--- src/rtl/kli_pkg.sv ---
`timescale 1ns / 1ps
// Shared types and constants of the keyframe interpolator.
package kli_pkg;

	localparam int TIME_W = 16;
	localparam int LEVEL_W = 16;
	localparam int SLOT_W = 4;
	localparam int SEG_W = 4;
	localparam int COUNT_W = 5;
	localparam int DIV_STEPS = 16;
	localparam int DIV_CNT_W = 4;

	localparam logic REQ_WRITE = 1'b0;
	localparam logic REQ_QUERY = 1'b1;

	localparam logic signed [LEVEL_W-1:0] LEVEL_MAX = 16'sh7FFF;
	localparam logic signed [LEVEL_W-1:0] LEVEL_MIN = 16'sh8000;

	typedef struct packed {
		logic q_load;
		logic key_wr;
		logic rd_en;
		logic scan_shift;
		logic seg_load;
		logic mul_go;
		logic div_init;
		logic div_step;
		logic res_held;
		logic res_sum;
		logic out_load;
	} ctrl_cmd_t;

	typedef struct packed {
		logic match;
	} dp_status_t;

endpackage

--- src/rtl/kli_ram.sv ---
`timescale 1ns / 1ps
// Generic single-port-write, single-port-read RAM with registered read data.
module kli_ram #(
	parameter int WIDTH = 32,
	parameter int DEPTH = 16
) (
	input  logic                     clk,
	input  logic                     we,
	input  logic [$clog2(DEPTH)-1:0] waddr,
	input  logic [WIDTH-1:0]         wdata,
	input  logic                     re,
	input  logic [$clog2(DEPTH)-1:0] raddr,
	output logic [WIDTH-1:0]         rdata
);

	logic [WIDTH-1:0] mem [DEPTH];

	always_ff @(posedge clk) begin
		if (we) begin
			mem[waddr] <= wdata;
		end
		if (re) begin
			rdata <= mem[raddr];
		end
	end

endmodule

--- src/rtl/kli_datapath.sv ---
`timescale 1ns / 1ps
// Datapath: key table, segment registers, multiplier, serial divider and saturation.
module kli_datapath #(
	parameter int MAX_KEYS = 16
) (
	input  logic                                 clk,
	input  kli_pkg::ctrl_cmd_t                   cmd,
	input  logic [$clog2(MAX_KEYS)-1:0]          rd_addr,
	input  logic [kli_pkg::SLOT_W-1:0]           key_slot,
	input  logic [kli_pkg::TIME_W-1:0]           key_time,
	input  logic signed [kli_pkg::LEVEL_W-1:0]   key_level,
	input  logic [kli_pkg::TIME_W-1:0]           query_time,
	output kli_pkg::dp_status_t                  status,
	output logic signed [kli_pkg::LEVEL_W-1:0]   level_out
);
	import kli_pkg::*;

	localparam int AW = $clog2(MAX_KEYS);
	localparam int RAM_W = TIME_W + LEVEL_W;

	logic [31:0]          slot32;
	logic                 ram_we;
	logic [RAM_W-1:0]     rdata;
	logic [TIME_W-1:0]    cur_time;
	logic [LEVEL_W-1:0]   cur_level;

	logic [TIME_W-1:0]    query_q;
	logic [TIME_W-1:0]    prev_time_q;
	logic [LEVEL_W-1:0]   prev_level_q;
	logic [LEVEL_W-1:0]   v0_q;
	logic [TIME_W-1:0]    div_q;
	logic [TIME_W-1:0]    dt_q;
	logic                 neg_q;
	logic [LEVEL_W-1:0]   mag_q;
	logic                 zw_q;
	logic [31:0]          prod_q;
	logic [TIME_W-1:0]    rem_q;
	logic [TIME_W-1:0]    sh_q;
	logic [LEVEL_W-1:0]   res_q;
	logic [LEVEL_W-1:0]   level_q;

	logic [LEVEL_W:0]     dv;
	logic [LEVEL_W:0]     dv_abs;
	logic [TIME_W:0]      trial;
	logic [TIME_W:0]      trial_sub;
	logic                 q_bit;
	logic [TIME_W-1:0]    rem_nxt;
	logic signed [LEVEL_W+1:0] v0x;
	logic signed [LEVEL_W+1:0] qx;
	logic signed [LEVEL_W+1:0] sum;
	logic [LEVEL_W-1:0]   sat;

	assign slot32 = 32'(key_slot);
	assign ram_we = cmd.key_wr && (slot32 < 32'(MAX_KEYS));

	kli_ram #(
		.WIDTH(RAM_W),
		.DEPTH(MAX_KEYS)
	) u_keys (
		.clk  (clk),
		.we   (ram_we),
		.waddr(slot32[AW-1:0]),
		.wdata({key_time, key_level}),
		.re   (cmd.rd_en),
		.raddr(rd_addr),
		.rdata(rdata)
	);

	assign cur_time = rdata[RAM_W-1:LEVEL_W];
	assign cur_level = rdata[LEVEL_W-1:0];

	// segment covers the query when start <= t <= end
	assign status.match = (prev_time_q <= query_q) && (cur_time >= query_q);

	assign dv = {cur_level[LEVEL_W-1], cur_level} - {prev_level_q[LEVEL_W-1], prev_level_q};
	assign dv_abs = dv[LEVEL_W] ? ((LEVEL_W+1)'(0) - dv) : dv;

	// restoring divide step; the remainder stays below the divisor
	assign trial = {rem_q, sh_q[TIME_W-1]};
	assign trial_sub = trial - {1'b0, div_q};
	assign q_bit = (trial >= {1'b0, div_q});
	assign rem_nxt = q_bit ? trial_sub[TIME_W-1:0] : trial[TIME_W-1:0];

	assign v0x = {{2{v0_q[LEVEL_W-1]}}, v0_q};
	assign qx = {2'b00, sh_q};
	assign sum = neg_q ? (v0x - qx) : (v0x + qx);

	always_comb begin
		if (zw_q) begin
			sat = v0_q;
		end else if (sum > 18'sd32767) begin
			sat = LEVEL_MAX;
		end else if (sum < -18'sd32768) begin
			sat = LEVEL_MIN;
		end else begin
			sat = sum[LEVEL_W-1:0];
		end
	end

	always_ff @(posedge clk) begin
		if (cmd.q_load) begin
			query_q <= query_time;
		end
		if (cmd.scan_shift) begin
			prev_time_q <= cur_time;
			prev_level_q <= cur_level;
		end
		if (cmd.seg_load) begin
			v0_q <= prev_level_q;
			div_q <= cur_time - prev_time_q;
			dt_q <= query_q - prev_time_q;
			neg_q <= dv[LEVEL_W];
			mag_q <= dv_abs[LEVEL_W-1:0];
			zw_q <= (cur_time == prev_time_q);
		end
		if (cmd.mul_go) begin
			prod_q <= 32'(mag_q) * 32'(dt_q);
		end
		if (cmd.div_init) begin
			rem_q <= prod_q[31:16];
			sh_q <= prod_q[15:0];
		end
		if (cmd.div_step) begin
			rem_q <= rem_nxt;
			sh_q <= {sh_q[TIME_W-2:0], q_bit};
		end
		if (cmd.res_held) begin
			res_q <= cur_level;
		end
		if (cmd.res_sum) begin
			res_q <= sat;
		end
		if (cmd.out_load) begin
			level_q <= res_q;
		end
	end

	assign level_out = level_q;

endmodule

--- src/rtl/kli_controller.sv ---
`timescale 1ns / 1ps
// Controller: handshakes, segment scan sequencing and divide step counting.
module kli_controller #(
	parameter int MAX_KEYS = 16
) (
	input  logic                             clk,
	input  logic                             arst_n,
	input  logic [kli_pkg::COUNT_W-1:0]      key_count,
	input  logic                             in_valid,
	input  logic                             req_type,
	output logic                             in_ready,
	output logic                             out_valid,
	input  logic                             out_ready,
	output logic [kli_pkg::SEG_W-1:0]        segment_used,
	output logic                             held_last,
	output kli_pkg::ctrl_cmd_t               cmd,
	output logic [$clog2(MAX_KEYS)-1:0]      rd_addr,
	input  kli_pkg::dp_status_t              status
);
	import kli_pkg::*;

	localparam int AW = $clog2(MAX_KEYS);
	localparam int CW = $clog2(MAX_KEYS + 1);

	localparam logic [2:0] S_IDLE  = 3'd0;
	localparam logic [2:0] S_RD    = 3'd1;
	localparam logic [2:0] S_SCAN  = 3'd2;
	localparam logic [2:0] S_MUL   = 3'd3;
	localparam logic [2:0] S_DINIT = 3'd4;
	localparam logic [2:0] S_DIV   = 3'd5;
	localparam logic [2:0] S_SUM   = 3'd6;
	localparam logic [2:0] S_OUT   = 3'd7;

	localparam logic [DIV_CNT_W-1:0] DIV_LAST = DIV_CNT_W'(DIV_STEPS - 1);

	logic [2:0]           state_q, state_d;
	logic [CW-1:0]        cnt_q, cnt_d;
	logic [CW-1:0]        k_q, k_d;
	logic [CW-1:0]        seg_q, seg_d;
	logic                 held_q, held_d;
	logic [DIV_CNT_W-1:0] div_cnt_q, div_cnt_d;
	logic                 out_valid_q, out_valid_d;
	logic [SEG_W-1:0]     seg_out_q, seg_out_d;
	logic                 held_out_q, held_out_d;

	logic [31:0]          kc32;
	logic [31:0]          cnt_clamp32;
	logic [31:0]          seg32;
	logic [CW-1:0]        k_next;
	logic                 last_k;

	assign kc32 = 32'(key_count);
	assign cnt_clamp32 = (kc32 == 32'd0) ? 32'd1 :
		((kc32 > 32'(MAX_KEYS)) ? 32'(MAX_KEYS) : kc32);
	assign seg32 = 32'(seg_q);
	assign k_next = k_q + CW'(1);
	assign last_k = (k_q == (cnt_q - CW'(1)));

	assign rd_addr = (state_q == S_RD) ? '0 : k_next[AW-1:0];

	always_comb begin
		cmd = '0;
		in_ready = 1'b0;
		state_d = state_q;
		cnt_d = cnt_q;
		k_d = k_q;
		seg_d = seg_q;
		held_d = held_q;
		div_cnt_d = div_cnt_q;
		out_valid_d = out_valid_q && !out_ready;
		seg_out_d = seg_out_q;
		held_out_d = held_out_q;
		unique case (state_q)
			S_IDLE: begin
				in_ready = 1'b1;
				if (in_valid) begin
					if (req_type == REQ_QUERY) begin
						cmd.q_load = 1'b1;
						cnt_d = cnt_clamp32[CW-1:0];
						k_d = '0;
						state_d = S_RD;
					end else begin
						cmd.key_wr = 1'b1;
					end
				end
			end
			S_RD: begin
				cmd.rd_en = 1'b1;
				state_d = S_SCAN;
			end
			S_SCAN: begin
				cmd.rd_en = 1'b1;
				if ((k_q != '0) && status.match) begin
					cmd.seg_load = 1'b1;
					seg_d = k_q - CW'(1);
					held_d = 1'b0;
					state_d = S_MUL;
				end else if (last_k) begin
					cmd.res_held = 1'b1;
					seg_d = k_q;
					held_d = 1'b1;
					state_d = S_OUT;
				end else begin
					cmd.scan_shift = 1'b1;
					k_d = k_next;
				end
			end
			S_MUL: begin
				cmd.mul_go = 1'b1;
				state_d = S_DINIT;
			end
			S_DINIT: begin
				cmd.div_init = 1'b1;
				div_cnt_d = '0;
				state_d = S_DIV;
			end
			S_DIV: begin
				cmd.div_step = 1'b1;
				div_cnt_d = div_cnt_q + DIV_CNT_W'(1);
				if (div_cnt_q == DIV_LAST) begin
					state_d = S_SUM;
				end
			end
			S_SUM: begin
				cmd.res_sum = 1'b1;
				state_d = S_OUT;
			end
			S_OUT: begin
				if (!out_valid_q || out_ready) begin
					cmd.out_load = 1'b1;
					out_valid_d = 1'b1;
					seg_out_d = seg32[SEG_W-1:0];
					held_out_d = held_q;
					state_d = S_IDLE;
				end
			end
			default: begin
				state_d = S_IDLE;
			end
		endcase
	end

	always_ff @(posedge clk or negedge arst_n) begin
		if (!arst_n) begin
			state_q <= S_IDLE;
			out_valid_q <= 1'b0;
		end else begin
			state_q <= state_d;
			out_valid_q <= out_valid_d;
		end
	end

	always_ff @(posedge clk) begin
		cnt_q <= cnt_d;
		k_q <= k_d;
		seg_q <= seg_d;
		held_q <= held_d;
		div_cnt_q <= div_cnt_d;
		seg_out_q <= seg_out_d;
		held_out_q <= held_out_d;
	end

	assign out_valid = out_valid_q;
	assign segment_used = seg_out_q;
	assign held_last = held_out_q;

endmodule

--- src/rtl/keyframe_linear_interpolator.sv ---
`timescale 1ns / 1ps
// Top level of the keyframe linear interpolator: register port, controller and datapath.
//
//   channel  | handshake                 | payload
//   ---------+---------------------------+------------------------------------------
//   input    | in_valid / in_ready       | req_type, key_slot, key_time, key_level,
//            |                           | query_time
//   output   | out_valid / out_ready     | level_out, segment_used, held_last
//   config   | psel / penable / pready   | paddr, pwdata (write), prdata (read)
//
// A key write is taken in the idle state, which the controller does not leave. A query
// walks the key table one key per cycle from the key RAM's registered read port. A query
// that lands in the segment ending at key j then passes through the multiplier, the
// divider load, the one-bit-per-cycle restoring divider, the saturating adder and the
// output register load, and the controller returns to idle as the result is loaded.
// A query that matches no segment holds the last key's level. Reset clears the
// controller state and the output valid; key_count resets to 1 and the key table is
// not cleared. A result waiting on out_ready is held in the output register while the
// next transaction is already accepted; a later query stalls only at its own result
// until the output register frees up.
module keyframe_linear_interpolator #(
	parameter int MAX_KEYS = 16
) (
	input  logic                               clk,
	input  logic                               arst_n,
	input  logic                               psel,
	input  logic                               penable,
	input  logic                               pwrite,
	input  logic [1:0]                         paddr,
	input  logic [31:0]                        pwdata,
	output logic [31:0]                        prdata,
	output logic                               pready,
	input  logic                               in_valid,
	output logic                               in_ready,
	input  logic                               req_type,
	input  logic [kli_pkg::SLOT_W-1:0]         key_slot,
	input  logic [kli_pkg::TIME_W-1:0]         key_time,
	input  logic signed [kli_pkg::LEVEL_W-1:0] key_level,
	input  logic [kli_pkg::TIME_W-1:0]         query_time,
	output logic                               out_valid,
	input  logic                               out_ready,
	output logic signed [kli_pkg::LEVEL_W-1:0] level_out,
	output logic [kli_pkg::SEG_W-1:0]          segment_used,
	output logic                               held_last
);
	import kli_pkg::*;

	localparam logic [1:0] KEY_COUNT_ADDR = 2'd0;

	logic [COUNT_W-1:0]           key_count_q;
	logic                         cfg_wr;
	ctrl_cmd_t                    cmd;
	dp_status_t                   status;
	logic [$clog2(MAX_KEYS)-1:0]  rd_addr;

	// Register port: no wait states, key_count is the only register.
	assign pready = 1'b1;
	assign cfg_wr = psel && penable && pwrite && pready;
	assign prdata = (paddr == KEY_COUNT_ADDR) ? {{(32 - COUNT_W){1'b0}}, key_count_q} : 32'd0;

	always_ff @(posedge clk or negedge arst_n) begin
		if (!arst_n) begin
			key_count_q <= COUNT_W'(1);
		end else if (cfg_wr && (paddr == KEY_COUNT_ADDR)) begin
			key_count_q <= pwdata[COUNT_W-1:0];
		end
	end

	// Sequencer: decides what the datapath does each cycle.
	kli_controller #(
		.MAX_KEYS(MAX_KEYS)
	) u_ctrl (
		.clk         (clk),
		.arst_n      (arst_n),
		.key_count   (key_count_q),
		.in_valid    (in_valid),
		.req_type    (req_type),
		.in_ready    (in_ready),
		.out_valid   (out_valid),
		.out_ready   (out_ready),
		.segment_used(segment_used),
		.held_last   (held_last),
		.cmd         (cmd),
		.rd_addr     (rd_addr),
		.status      (status)
	);

	// Key table and arithmetic.
	kli_datapath #(
		.MAX_KEYS(MAX_KEYS)
	) u_dp (
		.clk       (clk),
		.cmd       (cmd),
		.rd_addr   (rd_addr),
		.key_slot  (key_slot),
		.key_time  (key_time),
		.key_level (key_level),
		.query_time(query_time),
		.status    (status),
		.level_out (level_out)
	);

endmodule

--- config.mk ---
export PLATFORM = sky130hd
export DESIGN_NAME = keyframe_linear_interpolator
export DESIGN_NICKNAME = d
export VERILOG_FILES = /design/src/rtl/kli_pkg.sv /design/src/rtl/kli_ram.sv /design/src/rtl/kli_datapath.sv /design/src/rtl/kli_controller.sv /design/src/rtl/keyframe_linear_interpolator.sv
export SDC_FILE = /design/constraint.sdc
export NUM_CORES = 2
export LEC_CHECK = 0
export ABC_AREA = 0
export BUFFER_PORTS_ARGS = -buffer_cell sky130_fd_sc_hd__clkbuf_2
export CORE_MARGIN = 1.5
export CORE_UTILIZATION = 30
export CTS_CLUSTER_SIZE = 40
export DETAILED_ROUTE_END_ITERATION = 8
export SLEW_MARGIN = 20
export SYNTH_ARGS = -nofsm -noshare
export SYNTH_HDL_FRONTEND = slang
export SYNTH_SLANG_ARGS = --single-unit
--- constraint.sdc ---
create_clock -name clk -period 7.3 [get_ports clk]
set_input_delay 0.73 -clock clk [delete_from_list [all_inputs] [get_ports clk]]
set_output_delay 0.73 -clock clk [all_outputs]
set_load 0.03 [all_outputs]
==> reports/results.ini <==
[setup_path]
crit_buf_inv = 2
critPathMaxFanout = 16
cp_cell_sequence = and2_1, fa_1, inv_1, fa_1, inv_1, ha_1, fa_1, fa_1, fa_1, ha_1, or3_1, nor2_1, o21ai_0, a41oi_1, o221ai_1, o41ai_1, o21a_1, o21ai_1, a21oi_1, xnor2_1
arrival_ps = 7230
crit_type = reg -> reg
endpoint_kind = flip-flop
startpoint_type = flip-flop
crit_family = adder cells
path_common_cell = fa_1
cpMaxStageDelayCell = edfxtp_1
required_ps = 7710
critPathMaxStageDelay_ps = 720

[sta]
fin_ws_ps = 485.9
rsz0062_at_grt = no
finClkSkew_ps = 50.86
max_freq_mhz = 146.8
finalHoldViolCount = 0
slew_headroom_pct = 31.82
fin_tns_setup_ps = 0
min_period_ps = 6814
setup_viol = 0
tightest_slew_ps = 1023
maxSlewViolCount = 0
final.period_utilization_pct = 93.34

[global_route]
grt_pass1_wl_um = 160900
grt_pass1_vias = 27060
grt_max_degree = 187
grt_remaining_overflow = 0
antenna_found_initial = 10
grtUsageTotal_pct = 14.26

[logic_synthesis]
synthesis.instances = 3595
yosys_warnings = 0
synth_edf_count = 778
synth_seq_area_share_pct = 54.52
yosys.area_share.simple_pct = 11.45
synth_fa_ha_area_share_pct = 15.25
ys_types = 78
synth.area.mux_share_pct = 0.6883
async_reset_ff_share_pct = 1.144
synth.avg_cell_area_um2 = 12.04
synth_top_family_by_area = adder cells
ys_ff_latch = 787
dominantRegCellSynth = edfxtp_1
syn_area_um2 = 43270
synthXorXnorAreaFrac_pct = 2.571
synth_compound_area_share_pct = 10.52

[clock_tree]
post_cts_buffers = 0
clockBufferDepth = 3
cts-root-buf = clkbuf_16
worstSkewPairLatency_ps = 700
h-tree-depth = 3
cts_resized = 0
postCtsHoldBufs = 1
cts.reportedPaths.clkPinSlew_ps = 60
cts_num_sinks = 787
cts_tree = yes
cts_buffers = 82

[layout]
drive_above_1_share_pct = 9.045
area_growth_pct = 12.62
finish.utilization_pct = 34.00
seq_area_um2 = 23590
nets = 4164
fin_cells = 5630
nFillCells = 14090
multiInputGateArea_um2 = 17810

[die]
start_util_pct = 30.19
dieArea_um2 = 146500
die_w_um = 382.8
core_area_um2 = 143300
row_count = 139
pin_count = 150
die_h_um = 382.8

[place]
dpl.hpwl_um = 67230
dpl_worst_slack_ps = 512.9
placed_cells = 5479
gp_congestion = 0.8434
portBuffers = 94

[min_path]
hold_path.class = in -> reg

[power]
vdd_ir_drop_max_v = 0.0004316
power_leakage_nw = 18.14
pwr_density_cell_nw_per_um2 = 470.4

[routing]
ant_nets = 0
drc_errors = 0
routed_wl_um = 104400
vias = 26910
dr.pass1.iters = 5
drt-initial-drc-count = 2048
viasPerCell = 4.780
avgRoutedWirePerCell_um = 18.54

[outcome]
outcome = complete, no violations

[job]
cap_violations = 0

synth_stat cells (5+ instances only):
cell type / instances / area [um2]
xnor2_1: 94 / 823.3
a21o_1: 28 / 210.2
o21ai_1: 5 / 25.02
o211ai_1: 6 / 45.04
nor3b_1: 5 / 37.54
mux2_2: 14 / 157.7
dfrtp_1: 8 / 200.2
mux2i_1: 14 / 140.1
nand2b_1: 17 / 106.4
buf_1: 18 / 67.56
clkbuf_1: 140 / 525.5
or2_2: 8 / 50.05
a311oi_1: 64 / 560.5
o41ai_1: 6 / 52.55
a211oi_1: 171 / 1284
xor2_1: 33 / 289.0
a21oi_1: 150 / 750.7
inv_1: 353 / 1325
or3_1: 5 / 31.28
a31oi_1: 80 / 500.5
edfxtp_1: 778 / 23360
o21bai_1: 9 / 67.56
and3_1: 14 / 87.58
a21boi_0: 9 / 67.56
and2_1: 138 / 863.3
nor3_1: 27 / 135.1
fa_1: 199 / 3984
nor2_1: 119 / 446.7
buf_4: 28 / 210.2
nand2_1: 473 / 1775
o21ai_0: 83 / 415.4
nor2b_1: 142 / 888.4
o21a_1: 23 / 172.7
nand3b_1: 22 / 165.2
nand3_1: 26 / 130.1
ha_1: 209 / 2615
nand4_1: 11 / 68.82
state kept, by name, indices dropped and copies added (netlist names), 16 cells and up:
| name | cells |
|---|---|
| u_dp.div_q | 16 |
| u_dp.dt_q | 16 |
| u_dp.level_out | 16 |
| u_dp.mag_q | 16 |
| u_dp.prev_level_q | 16 |
| u_dp.prev_time_q | 16 |
| u_dp.prod_q | 32 |
| u_dp.query_q | 16 |
| u_dp.rem_q | 16 |
| u_dp.res_q | 16 |
| u_dp.sh_q | 16 |
| u_dp.u_keys.mem | 512 |
| u_dp.u_keys.rdata | 32 |
| u_dp.v0_q | 16 |
per-layer routing:
metal	up-vias	part of all wire [%]	global-route usage, %
met2	653	45	22.16
met4	16	2.5	4.020
met3	173	7.3	3.585
met1	13270	45	19.65
li1	12800	-	-
met5	-	0.098	0
metrics by stage:
stage	total power [mW]	hold slack [ps]	cell area, um2
finish	22.92	210.4	48730
global route	24.79	185.5	48730
CTS	23.10	165.8	48700
detailed placement	18.67	407.2	45990
global placement	18.66	404.8	45990
floorplan	15.39	400.3	43360
power by group:
group          switching (mW)  internal, mW  total, mW
clock network            1.82          2.38       4.21
registers               0.429          6.19       6.62
logic                    7.44          4.65       12.1
total                    9.69          13.2       22.9
worst paths after layout:
kind	start	endpoint	slack [ps]	cells past startpoint
setup / recovery	u_dp.mag_q[4]	u_dp.prod_q[28]	490	20
hold / removal	query_time[10]	u_dp.query_q[10]	210	1
setup reg to reg	u_dp.mag_q[4]	u_dp.prod_q[28]	490	20
hold reg to reg	u_dp.res_q[8]	u_dp.level_out[8]	420	0
max in group asynchronous	arst_n	key_count_q[0]	6450	2
min in group asynchronous	arst_n	key_count_q[2]	520	2
cell families (layout without fill, tap and decap cells):
kind of cell,count (synthesis),after routing
and+or+nand+nor,1025,1025
DFF,787,787
AOI/OAI and AO/OA,675,675
buffers and inverters,543,648
adders and majority gates,408,408
xor gates and xnor gates,127,127
muxes,28,28
other,2,29
cell type report:
class,count,area share (%)
antenna,1,0.005135
clock buffer,98,4.334
clock inverter,50,1.194
inverter,354,2.727
tap,1903,4.886
timing repair buffer,146,1.900
multi-input combinational,2291,36.54
sequential,787,48.41
cells in the final DEF (no fill, tap or decap), types with 11 or more instances in the layout:
master / instances
clkinv_1: 13
nor3_1: 23
edfxtp_1: 778
xor2_1: 33
o21ai_0: 83
clkbuf_1: 16
and3_1: 14
ha_1: 209
o21a_1: 23
clkbuf_2: 94
nor2_4: 17
inv_1: 353
buf_4: 46
a311oi_1: 64
a21oi_1: 150
nand4_1: 11
fa_1: 199
mux2i_1: 14
nor2b_1: 140
nand2b_1: 17
conb_1: 28
clkbuf_16: 82
nand3b_1: 22
clkinv_2: 12
nor2_1: 102
nand3_1: 26
a31oi_1: 80
a21o_1: 28
a211oi_1: 171
mux2_2: 14
nand2_1: 471
xnor2_1: 94
and2_1: 138
No activity file was read; power rests on OpenSTA's default activity.
